===== src/sv/sha1md_pkg.sv =====
// ----------------------------------------------------------------------------
// sha1md_pkg
// item types, sequencer codes and round functions of the sha-1 engine
// ----------------------------------------------------------------------------
package sha1md_pkg;

	localparam int unsigned ROUNDS       = 80;
	localparam int unsigned BLOCK_WORDS  = 16;
	localparam int unsigned DIGEST_WORDS = 5;

	localparam logic [31:0] PAD_MARK = 32'h8000_0000;

	typedef struct packed {
		logic [31:0] message_word;
		logic [2:0]  valid_bytes;
		logic        final_word;
	} msg_item_t;

	typedef struct packed {
		logic [31:0] digest_word;
		logic        digest_last;
	} digest_item_t;

	typedef enum logic [2:0] {
		ST_IDLE,
		ST_PAD,
		ST_ROUND,
		ST_FOLD,
		ST_OUT
	} state_t;

	typedef enum logic [1:0] {
		PH_MARK,
		PH_ZERO,
		PH_LEN_LO,
		PH_DONE
	} pad_phase_t;

	// control from the sequencer to the datapath
	typedef struct packed {
		logic        push;
		logic [31:0] push_data;
		logic        load;
		logic        round;
		logic [6:0]  round_idx;
		logic        fold;
		logic        reinit;
		logic [2:0]  digest_sel;
	} dp_ctrl_t;

	function automatic logic [31:0] h_init(input logic [2:0] idx);
		logic [31:0] h;
		case (idx)
			3'd0:    h = 32'h6745_2301;
			3'd1:    h = 32'hEFCD_AB89;
			3'd2:    h = 32'h98BA_DCFE;
			3'd3:    h = 32'h1032_5476;
			default: h = 32'hC3D2_E1F0;
		endcase
		return h;
	endfunction

	function automatic logic [31:0] round_k(input logic [6:0] t);
		logic [31:0] k;
		if (t < 7'd20)
			k = 32'h5A82_7999;
		else if (t < 7'd40)
			k = 32'h6ED9_EBA1;
		else if (t < 7'd60)
			k = 32'h8F1B_BCDC;
		else
			k = 32'hCA62_C1D6;
		return k;
	endfunction

	function automatic logic [31:0] round_f(input logic [6:0] t, input logic [31:0] b,
			input logic [31:0] c, input logic [31:0] d);
		logic [31:0] f;
		if (t < 7'd20)
			f = (b & c) | (~b & d);
		else if (t >= 7'd40 && t < 7'd60)
			f = (b & c) | (b & d) | (c & d);
		else
			f = b ^ c ^ d;
		return f;
	endfunction

endpackage


===== src/sv/sha1md_ctrl.sv =====
// ----------------------------------------------------------------------------
// sha1md_ctrl
// sequencer: word intake, padding, round count, digest readout
// ----------------------------------------------------------------------------
module sha1md_ctrl (
	input  logic                   clk,
	input  logic                   arst_n,
	input  logic                   msg_valid,
	input  sha1md_pkg::msg_item_t  msg,
	output logic                   msg_ready,
	output logic                   digest_valid,
	input  logic                   digest_ready,
	output logic                   digest_last,
	output sha1md_pkg::dp_ctrl_t   dp
);
	import sha1md_pkg::*;

	localparam logic [6:0] LAST_ROUND = 7'(ROUNDS - 1);
	localparam logic [3:0] LEN_SLOT   = 4'(BLOCK_WORDS - 2);
	localparam logic [3:0] LAST_SLOT  = 4'(BLOCK_WORDS - 1);
	localparam logic [2:0] LAST_SEL   = 3'(DIGEST_WORDS - 1);

	state_t     state_q, state_d;
	pad_phase_t phase_q;
	logic       pad_active_q;
	logic [3:0] fill_q;
	logic [6:0] round_q;
	logic [2:0] sel_q;
	logic [63:0] bitlen_q;

	logic [2:0]  nb;
	logic [31:0] keep;
	logic [31:0] mark;
	logic [31:0] first_word;
	logic        msg_acc;
	logic        digest_acc;
	logic        push;
	logic [31:0] push_data;
	logic        block_full;

	assign msg_acc    = msg_valid && msg_ready;
	assign digest_acc = digest_valid && digest_ready;

	// byte count: non-final words and counts above four are full words
	always_comb begin
		nb = (!msg.final_word || msg.valid_bytes > 3'd4) ? 3'd4 : msg.valid_bytes;
		case (nb)
			3'd0:    begin keep = 32'h0000_0000; mark = 32'h8000_0000; end
			3'd1:    begin keep = 32'hFF00_0000; mark = 32'h0080_0000; end
			3'd2:    begin keep = 32'hFFFF_0000; mark = 32'h0000_8000; end
			3'd3:    begin keep = 32'hFFFF_FF00; mark = 32'h0000_0080; end
			default: begin keep = 32'hFFFF_FFFF; mark = 32'h0000_0000; end
		endcase
		first_word = (msg.message_word & keep) | mark;
	end

	// next state
	always_comb begin
		state_d = state_q;
		unique case (state_q)
			ST_IDLE: begin
				if (msg_acc) begin
					if (block_full)
						state_d = ST_ROUND;
					else if (msg.final_word)
						state_d = ST_PAD;
				end
			end
			ST_PAD: begin
				if (phase_q == PH_DONE)
					state_d = ST_OUT;
				else if (block_full)
					state_d = ST_ROUND;
			end
			ST_ROUND: begin
				if (round_q == LAST_ROUND)
					state_d = ST_FOLD;
			end
			ST_FOLD: begin
				state_d = pad_active_q ? ST_PAD : ST_IDLE;
			end
			ST_OUT: begin
				if (digest_acc && sel_q == LAST_SEL)
					state_d = ST_IDLE;
			end
			default: state_d = ST_IDLE;
		endcase
	end

	// outputs
	always_comb begin
		msg_ready    = 1'b0;
		digest_valid = 1'b0;
		push         = 1'b0;
		push_data    = '0;
		unique case (state_q)
			ST_IDLE: begin
				msg_ready = 1'b1;
				push      = msg_valid;
				push_data = first_word;
			end
			ST_PAD: begin
				unique case (phase_q)
					PH_MARK: begin
						push      = 1'b1;
						push_data = PAD_MARK;
					end
					PH_ZERO: begin
						push      = 1'b1;
						push_data = (fill_q == LEN_SLOT) ? bitlen_q[63:32] : '0;
					end
					PH_LEN_LO: begin
						push      = 1'b1;
						push_data = bitlen_q[31:0];
					end
					default: push = 1'b0;
				endcase
			end
			ST_OUT:  digest_valid = 1'b1;
			default: push = 1'b0;
		endcase
	end

	assign block_full  = push && fill_q == LAST_SLOT;
	assign digest_last = sel_q == LAST_SEL;

	always_comb begin
		dp            = '0;
		dp.push       = push;
		dp.push_data  = push_data;
		dp.load       = block_full;
		dp.round      = state_q == ST_ROUND;
		dp.round_idx  = round_q;
		dp.fold       = state_q == ST_FOLD;
		dp.reinit     = digest_acc && digest_last;
		dp.digest_sel = sel_q;
	end

	always_ff @(posedge clk or negedge arst_n) begin
		if (!arst_n) begin
			state_q      <= ST_IDLE;
			phase_q      <= PH_DONE;
			pad_active_q <= 1'b0;
			fill_q       <= '0;
			round_q      <= '0;
			sel_q        <= '0;
			bitlen_q     <= '0;
		end else begin
			state_q <= state_d;
			if (push)
				fill_q <= fill_q + 4'd1;
			if (msg_acc) begin
				bitlen_q     <= bitlen_q + {58'd0, nb, 3'd0};
				pad_active_q <= msg.final_word;
				phase_q      <= (nb == 3'd4) ? PH_MARK : PH_ZERO;
			end
			if (state_q == ST_PAD) begin
				unique case (phase_q)
					PH_MARK:   phase_q <= PH_ZERO;
					PH_ZERO:   if (fill_q == LEN_SLOT) phase_q <= PH_LEN_LO;
					PH_LEN_LO: phase_q <= PH_DONE;
					default:   phase_q <= phase_q;
				endcase
			end
			if (state_q == ST_ROUND)
				round_q <= (round_q == LAST_ROUND) ? '0 : round_q + 7'd1;
			if (digest_acc) begin
				sel_q <= digest_last ? '0 : sel_q + 3'd1;
				if (digest_last) begin
					pad_active_q <= 1'b0;
					bitlen_q     <= '0;
				end
			end
		end
	end

endmodule


===== src/sv/sha1md_sched.sv =====
// ----------------------------------------------------------------------------
// sha1md_sched
// 16-word message schedule window, fixed taps, one word per cycle on push or round
// ----------------------------------------------------------------------------
module sha1md_sched (
	input  logic                 clk,
	input  sha1md_pkg::dp_ctrl_t dp,
	output logic [31:0]          w_t
);
	import sha1md_pkg::*;

	logic [31:0] win_q [BLOCK_WORDS];
	logic [31:0] mix;

	// window holds w[t-16] at index 0 through w[t-1] at the top
	assign mix = win_q[13] ^ win_q[8] ^ win_q[2] ^ win_q[0];
	assign w_t = (dp.round_idx < 7'(BLOCK_WORDS)) ? win_q[0] : {mix[30:0], mix[31]};

	always_ff @(posedge clk) begin
		if (dp.push || dp.round) begin
			for (int i = 0; i < BLOCK_WORDS - 1; i++)
				win_q[i] <= win_q[i + 1];
			win_q[BLOCK_WORDS - 1] <= dp.push ? dp.push_data : w_t;
		end
	end

endmodule


===== src/sv/sha1md_core.sv =====
// ----------------------------------------------------------------------------
// sha1md_core
// shared round unit, working variables and chaining value
// ----------------------------------------------------------------------------
module sha1md_core (
	input  logic                 clk,
	input  logic                 arst_n,
	input  sha1md_pkg::dp_ctrl_t dp,
	input  logic [31:0]          w_t,
	output logic [31:0]          digest_word
);
	import sha1md_pkg::*;

	logic [31:0] chain_q [DIGEST_WORDS];
	logic [31:0] a_q, b_q, c_q, d_q, e_q;
	logic [31:0] t_sum;

	assign t_sum = {a_q[26:0], a_q[31:27]} + round_f(dp.round_idx, b_q, c_q, d_q)
		+ e_q + w_t + round_k(dp.round_idx);

	always_comb begin
		case (dp.digest_sel)
			3'd0:    digest_word = chain_q[0];
			3'd1:    digest_word = chain_q[1];
			3'd2:    digest_word = chain_q[2];
			3'd3:    digest_word = chain_q[3];
			default: digest_word = chain_q[4];
		endcase
	end

	always_ff @(posedge clk or negedge arst_n) begin
		if (!arst_n) begin
			a_q <= '0;
			b_q <= '0;
			c_q <= '0;
			d_q <= '0;
			e_q <= '0;
		end else if (dp.load) begin
			a_q <= chain_q[0];
			b_q <= chain_q[1];
			c_q <= chain_q[2];
			d_q <= chain_q[3];
			e_q <= chain_q[4];
		end else if (dp.round) begin
			a_q <= t_sum;
			b_q <= a_q;
			c_q <= {b_q[1:0], b_q[31:2]};
			d_q <= c_q;
			e_q <= d_q;
		end
	end

	always_ff @(posedge clk or negedge arst_n) begin
		if (!arst_n) begin
			for (int i = 0; i < DIGEST_WORDS; i++)
				chain_q[i] <= h_init(3'(i));
		end else if (dp.reinit) begin
			for (int i = 0; i < DIGEST_WORDS; i++)
				chain_q[i] <= h_init(3'(i));
		end else if (dp.fold) begin
			chain_q[0] <= chain_q[0] + a_q;
			chain_q[1] <= chain_q[1] + b_q;
			chain_q[2] <= chain_q[2] + c_q;
			chain_q[3] <= chain_q[3] + d_q;
			chain_q[4] <= chain_q[4] + e_q;
		end
	end

endmodule


===== src/sv/sha1_message_digest.sv =====
// ----------------------------------------------------------------------------
// sha1_message_digest
// sha-1 hash engine with message padding and digest readout
// ----------------------------------------------------------------------------
// A message enters as big-endian 32-bit items (first byte in bits 31..24),
// the last one marked by final_word with its used byte count in valid_bytes.
// The sixteenth word of a block starts the compression: one shared round
// unit runs the 80 rounds one per cycle, then a fold step adds the result
// into the chaining value. On the final item the engine inserts the 0x80
// byte, zero words and the 64-bit bit length one word per cycle, with one
// or two compressions, then offers the five digest items H0..H4
// (digest_last on H4) and starts over for the next message. msg_ready is
// low while padding, compressing or reading out.
// ----------------------------------------------------------------------------
module sha1_message_digest (
	input  logic                     clk,
	input  logic                     arst_n,
	input  logic                     msg_valid,
	output logic                     msg_ready,
	input  sha1md_pkg::msg_item_t    msg,
	output logic                     digest_valid,
	input  logic                     digest_ready,
	output sha1md_pkg::digest_item_t digest
);
	import sha1md_pkg::*;

	// sequencer to datapath control
	dp_ctrl_t    dp;
	// current schedule word for the active round
	logic [31:0] w_t;
	logic [31:0] digest_word;
	logic        digest_last;

	// sequencer: intake, padding, round counting, readout
	sha1md_ctrl u_ctrl (
		.clk          (clk),
		.arst_n       (arst_n),
		.msg_valid    (msg_valid),
		.msg          (msg),
		.msg_ready    (msg_ready),
		.digest_valid (digest_valid),
		.digest_ready (digest_ready),
		.digest_last  (digest_last),
		.dp           (dp)
	);

	// message schedule window
	sha1md_sched u_sched (
		.clk (clk),
		.dp  (dp),
		.w_t (w_t)
	);

	// round unit and chaining value
	sha1md_core u_core (
		.clk         (clk),
		.arst_n      (arst_n),
		.dp          (dp),
		.w_t         (w_t),
		.digest_word (digest_word)
	);

	// digest items are read straight from the chaining registers
	assign digest.digest_word = digest_word;
	assign digest.digest_last = digest_last;

endmodule


===== config.mk =====
export PLATFORM = sky130hd
export DESIGN_NAME = sha1_message_digest
export DESIGN_NICKNAME = d
export VERILOG_FILES = /design/src/sv/sha1md_pkg.sv /design/src/sv/sha1md_ctrl.sv /design/src/sv/sha1md_sched.sv /design/src/sv/sha1md_core.sv /design/src/sv/sha1_message_digest.sv
export SDC_FILE = /design/constraint.sdc
export NUM_CORES = 2
export LEC_CHECK = 0
export BUFFER_PORTS_ARGS = -buffer_cell sky130_fd_sc_hd__buf_2
export CAP_MARGIN = 20
export CORE_AREA = 2 2 297 299
export CTS_CLUSTER_SIZE = 10
export DETAILED_ROUTE_END_ITERATION = 7
export DIE_AREA = 0 0 299 301
export GPL_TIMING_DRIVEN = 1
export PLACE_DENSITY = 0.75
export SETUP_SLACK_MARGIN = 0.3
export SLEW_MARGIN = 25
export SYNTH_ARGS = -nofsm -noshare
export SYNTH_HDL_FRONTEND = slang
export SYNTH_HIERARCHICAL = 1
export SYNTH_SLANG_ARGS = --single-unit
export TNS_END_PERCENT = 50

===== constraint.sdc =====
create_clock -name clk -period 8.38 [get_ports clk]
set_input_delay 0.419 -clock clk [delete_from_list [all_inputs] [get_ports clk]]
set_output_delay 0.419 -clock clk [all_outputs]
set_load 0.02 [all_outputs]

# After elaboration in Yosys (flattened, before gate mapping)
# Memories as Yosys holds them, arrays and structs flattened.
# Cells that the tools add are included.
# totals
regBits	404
latchBits	0
ram_bits	512
mem_bits_ro	0
input_bits	40
output_inout_bits	35
word_cells	146
n_memories	1
# mem_list
name	words	width	rd	rd_ports_with_merged_regs	write_ports	line_no	text
u_sched.win_q	16	32	16	0	16	sha1md_sched.sv:12	logic [31:0] win_q [BLOCK_WORDS];
# classes
n_addsub	13
multipliers	0
div	0
order_cmp	6
eq_ne	24
shift	0
muxes	54
bitwise_logic	15
n_reduce_logical	16
# ops
cell	n
$mux 32	17
$pmux 32 s4	3
$mux 160	2
$add 32x32->32	9
$mux 64	3
$and 32x32->32	5
$xor 32x32->32	5
$or 32x32->32	4
$pmux 32 s3	1
$add 64x6->64	1
$pmux 32 s2	1
$not 32->32	1
$mux 31	1
$mux 3	9
$eq 3x2->1 const B	6
$pmux 3 s5	1
$lt 7x5->1 const B	2
$lt 7x6->1 const B	2
$mux 1	10
$eq 3x1->1 const B	3
$eq 3x3->1 const B	3
$logic_not 3->1	3
$eq 4x4->1 const B	2
$add 7x1->7 const B	1
23 further kinds	33

# Depth between registers and ports, before layout
# depth
ltp_word	11
depth_mapped	25
ltp_nobuf	24

# Modules after synthesis
# The synthesis kept the hierarchy.
# by_module_without_submodules
mod	instances	cells_each	area_per_inst_um2	seq_area_each_um2
sha1md_core	1	3095	27771.6	8107.8
sha1md_sched	1	793	17386.7	15374.7
sha1md_ctrl	1	577	4952.2	2029.4
sha1_message_digest	1	1	7.5	0.0

# Worst setup path after synthesis
# Ideal clock, no wire load.
# synth_path
kind	reg-to-reg
from	reg u_ctrl.phase_q[0]
to	mem u_sched.win_q[0][0], enable pin
setup_time_ns	0.667
arrival_time_ns	8.221
t_required_ns	7.713
slack_ns	-0.508
stages_incl_launch_ff	8
synth_period_minus_slack_ns	8.888
cell_sequence	dfstp_2 -> ha_1 -> nand2b_1 -> a211oi_1 -> buf_4 -> clkbuf_1 -> buf_1 -> or2_2
# synth_rtl
element	line_no	text
start, declared	sha1md_ctrl.sv:24	pad_phase_t phase_q;
start signal, assigned	sha1md_ctrl.sv:155	phase_q <= (nb == 3'd4) ? PH_MARK : PH_ZERO;
start signal, assigned	sha1md_ctrl.sv:162	default: phase_q <= phase_q;
end, declared	sha1md_sched.sv:12	

# Worst setup path in the final report
# layout_path
from	reg u_ctrl.round_q[4]
to	reg u_core.a_q[19]
# layout_via
elab_chain_cells	10
word_cells_on_any_way	18
# layout_rtl
element	line_no	text
start, declared	sha1md_ctrl.sv:27	logic [6:0] round_q;
start signal, assigned	sha1md_ctrl.sv:166	round_q <= (round_q == LAST_ROUND) ? '0 : round_q + 7'd1;
$ge 7x6->1 or $lt 7x6->1 (tied branches)	sha1md_pkg.sv:81, sha1md_pkg.sv:69	
$logic_and 1x1->1	sha1md_pkg.sv:81	else if (t >= 7'd40 && t < 7'd60)
$mux 32	sha1md_pkg.sv:81	
$mux 32	sha1md_pkg.sv:79	if (t < 7'd20)
$add 32x32->32	sha1md_core.sv:18	assign t_sum = {a_q[26:0], a_q[31:27]} + round_f(dp.round_idx, b_q, c_q, d_q)
$add 32x32->32 (2 in series)	sha1md_core.sv:19	+ e_q + w_t + round_k(dp.round_idx);
$add 32x32->32 (*)	sha1md_core.sv:19	
$mux 32 (*)	sha1md_core.sv:44	end else if (dp.round) begin
$mux 32 (*)	sha1md_core.sv:38	end else if (dp.load) begin
end signal, assigned	sha1md_core.sv:39	a_q <= chain_q[0];
end signal, assigned	sha1md_core.sv:45	a_q <= t_sum;
end, declared	sha1md_core.sv:15	logic [31:0] a_q, b_q, c_q, d_q, e_q;
# Every way passes the cells marked *; elsewhere a longest branch is shown, timed or not. The select of a mux whose other input is x is not followed.
# A chain may end at the register's enable or synchronous reset.

==> results.md <==
* Ys flop type: edfxtp_1
* First-pass GRT wire length at about 200 mm
* RePlAce Congestion at 0.927
* IO buf count at 74
* Iter 0 DRT Violations at between 3000 and 4000
* Post-Syn Nets at between 4000 and 5000
* Critical-path top delay cell: fa_1
* DR WL/cell at approximately 22 um
* Cts bufs inserted at 105
* DRC violations left at 0
* Final worst path period share at between 70% and 80%
* CTS H-tree lvls at 3
* Worst-Skew Late Latency at about 700 ps
* Most frequent cells in the layout: edfxtp_1 (512), nand2_1 (445), o21ai_0 (338)
* Maximum clock frequency at 152 MHz
* CP Cell Sequence: o21ai_0 > nor2b_1 > inv_1 > nand2_1 > clkinv_1 > nand2_1 > nand3_1 > o21ai_0 > fa_1 > fa_1 > inv_1 > ha_1 > inv_1 > fa_1 > nor2b_1 > o21ai_0 > a21boi_1 > o21ai_0 > a31oi_1 > a31oi_1 > o21ai_0 > a31oi_1 > or4b_1 > nand4_1
* Total wire length at 129 mm
* # hold bufs at CTS at 2
* Total grt overflow at 0
* Crit path top cell by count: o21ai_0
* Routed vias at around 35000
* All-layer global routing usage at around 29%
* Cell Rows at 108
* Seq/Total Area, Yosys at 50.9%
* HP Class: in2reg
* Synth Register Bits at about 910
* EDFF count, synth at 512
* Crit end category: flip-flop
* Hold Fails Final Rpt at 0
* RSZ-0062 raised after global routing: no
* Slew @ Worst Pin at 1130 ps
* # Post-CTS Setup Buffers at 0
* Top delay family on crit path: compound AO/OA/AOI/OAI gates
* Synthesized area per cell at between 10 and 15 um2
* Buf/Inv on CP at 4
* Worst path max stage delay at 510 ps
* Initial core utilization at 58.0%
* Die X at around 300 um
* Final setup fails at 0
* Final setup margin at 1810 ps
* Vias in the first global route at between 30000 and 40000
* Vias per cell at between 6 and 7
* Root Driver: clkbuf_16
* Pins over their slew limit at 0
* Die ar. at between 80000 and 90000 um2
* Place WS at just under 2000 ps
* Crit path launch type: flip-flop
* Worst path required time at around 9000 ps
* Share of cells above drive strength 1 at roughly a tenth
* Commonest non-fill, non-tap cell in the layout: edfxtp_1
* WP data arrival at roughly 7200 ps
* Die height at about 300 um
* Crit Path Category: reg2reg
* Synthesis-to-layout area growth at 9.67%
* Clock slew at reported path FFs at about 60 ps
* Final net count at roughly 4900
* Max FO, Critical Path at 10
* Max Cap Viol at 0
* Syn Std Cell Area at between 50000 and 60000 um2
* Async SR Flop Fraction at a little over two fifths
* Core area at between 80000 and 90000 um2
* Io pins at 75
* Register area at about 26000 um2
* Clk_skew at around 44 ps
* Minimum clock period at ~6600 ps
* 1st-pass router iterations at 6
* # fillers at 6716
* Routed Antenna Nets at 0
* Ys Warns at 6
* HPWL after DPL at between 80 and 90 mm
* Syn Inst Count at around 4500
* CTS tree: done
* Rel. slew slack at 24.6%
* Setup TNS at 0 ps
* Area of the multi-input gates at 22800 um2
* Synth unique cells at between 80 and 90
* Initial antenna violation count at 1
* CTS Buffer Depth at 3
* Status: finished clean
* Largest net degree at the start of global routing at around 260
* Clock Sinks at between 900 and 1000
* Cts repair resizes at 0
-- per-layer routing --
layer	global-route usage [%]	part of all wire [%]	vias to the layer above
li1	-	-	16200
met1	41.0	44	17600
met2	44.8	46	1349
met3	3.44	6.5	252
met4	11.4	3.9	0
met5	0	0	-
-- path summary, 6_finish.rpt --
path	endpoint	start	slack (ps)	depth (start not counted)
worst min register to register	u_sched/win_q[4][10]	u_sched/win_q[4][42]	390	0
worst min-delay path	u_ctrl/sel_q[0]	digest_ready	90	4
max in group asynchronous	u_ctrl/sel_q[0]	arst_n	6630	3
worst max-delay path	u_core/a_q[19]	u_ctrl/round_q[4]	1810	24
min in group asynchronous	u_core/e_q[10]	arst_n	370	2
worst max register to register	u_core/a_q[19]	u_ctrl/round_q[4]	1810	24
-- metrics by stage --
step	cell area (um2)	hold slack, ps	instances	utilization (%)
after floorplan	50100	123	4466	-
after global placement	51600	400	5547	59.6
after detailed placement	51600	405	5547	59.6
after CTS	54900	33.9	5748	63.5
after global routing	55000	80.5	5750	63.6
final	55000	89.0	5751	63.6
-- registers in the layout (all words and copies together), names as in the netlist --
name,flops
u_core/a_q,32
u_ctrl/sel_q,3
u_ctrl/state_q,3
u_core/e_q,32
u_core/b_q,32
u_ctrl/phase_q,2
u_core/chain_q,160
u_ctrl/pad_active_q,1
u_ctrl/bitlen_q,61
u_ctrl/fill_q,4
u_core/d_q,32
u_sched/win_q,512
u_ctrl/round_q,7
u_core/c_q,32
-- cell type report --
cell class                      count  area share, %
Sequential cell                   913           46.4
Tap cell                         1155           2.63
Timing Repair Buffer              112           1.40
Antenna cell                        1        0.00455
Inverter                          307           2.11
Clock inverter                     11          0.396
Clock buffer                      188           5.59
Multi-Input combinational cell   3064           41.5
-- cell usage after synthesis, types with 11 or more instances --
cell	instances	area share, %
a211o_1	12	0.21
a211oi_1	43	0.64
a21o_1	88	1.3
a21oi_1	270	2.7
a221oi_2	31	0.93
a222oi_1	11	0.22
a22oi_1	19	0.28
a31oi_1	41	0.51
and3_1	27	0.34
buf_1	27	0.20
clkbuf_1	142	1.1
dfrtp_1	319	16
dfstp_2	82	4.3
edfxtp_1	512	31
fa_1	126	5.0
ha_1	205	5.1
inv_1	302	2.3
mux2_2	48	1.1
mux2i_1	217	4.3
mux4_2	32	1.4
nand2_1	446	3.3
nand2b_1	27	0.34
nand3_1	72	0.72
nand4_1	50	0.62
nor2_1	268	2.0
nor2b_1	38	0.47
nor3_1	76	0.76
nor3b_1	13	0.19
nor4_1	17	0.21
o211ai_1	12	0.18
o21a_1	23	0.34
o21ai_0	338	3.4
o21bai_1	19	0.28
o31ai_1	27	0.40
or3_1	41	0.51
or4_1	12	0.18
xnor2_1	206	3.6
xor2_1	65	1.1
-- worst reg2reg max path, delay by kind of cell, from the launching register on --
kind	cells	cell delay [ps]
AOI/OAI and AO/OA	9	2160
and+or+nand+nor	7	1610
adders and majority gates	4	1520
buffers and inverters	4	720
DFF	1	470
-- logic make-up (layout without fill, tap and decap cells) --
logic type	Yosys count	count (layout)	share of synthesized area [%]
buf+inv	489	618	3.76
xor+xnor	271	271	4.74
flops	913	913	50.9
fa+ha+maj	331	331	10.2
mux	297	297	6.85
simple gates	1135	1135	10.5
other cells	0	1	0
compound gates	1030	1030	13.1
Power is left out: the tool's default activity adds up to more than one toggle a clock period on the data nets, which glitch-free logic cannot reach.
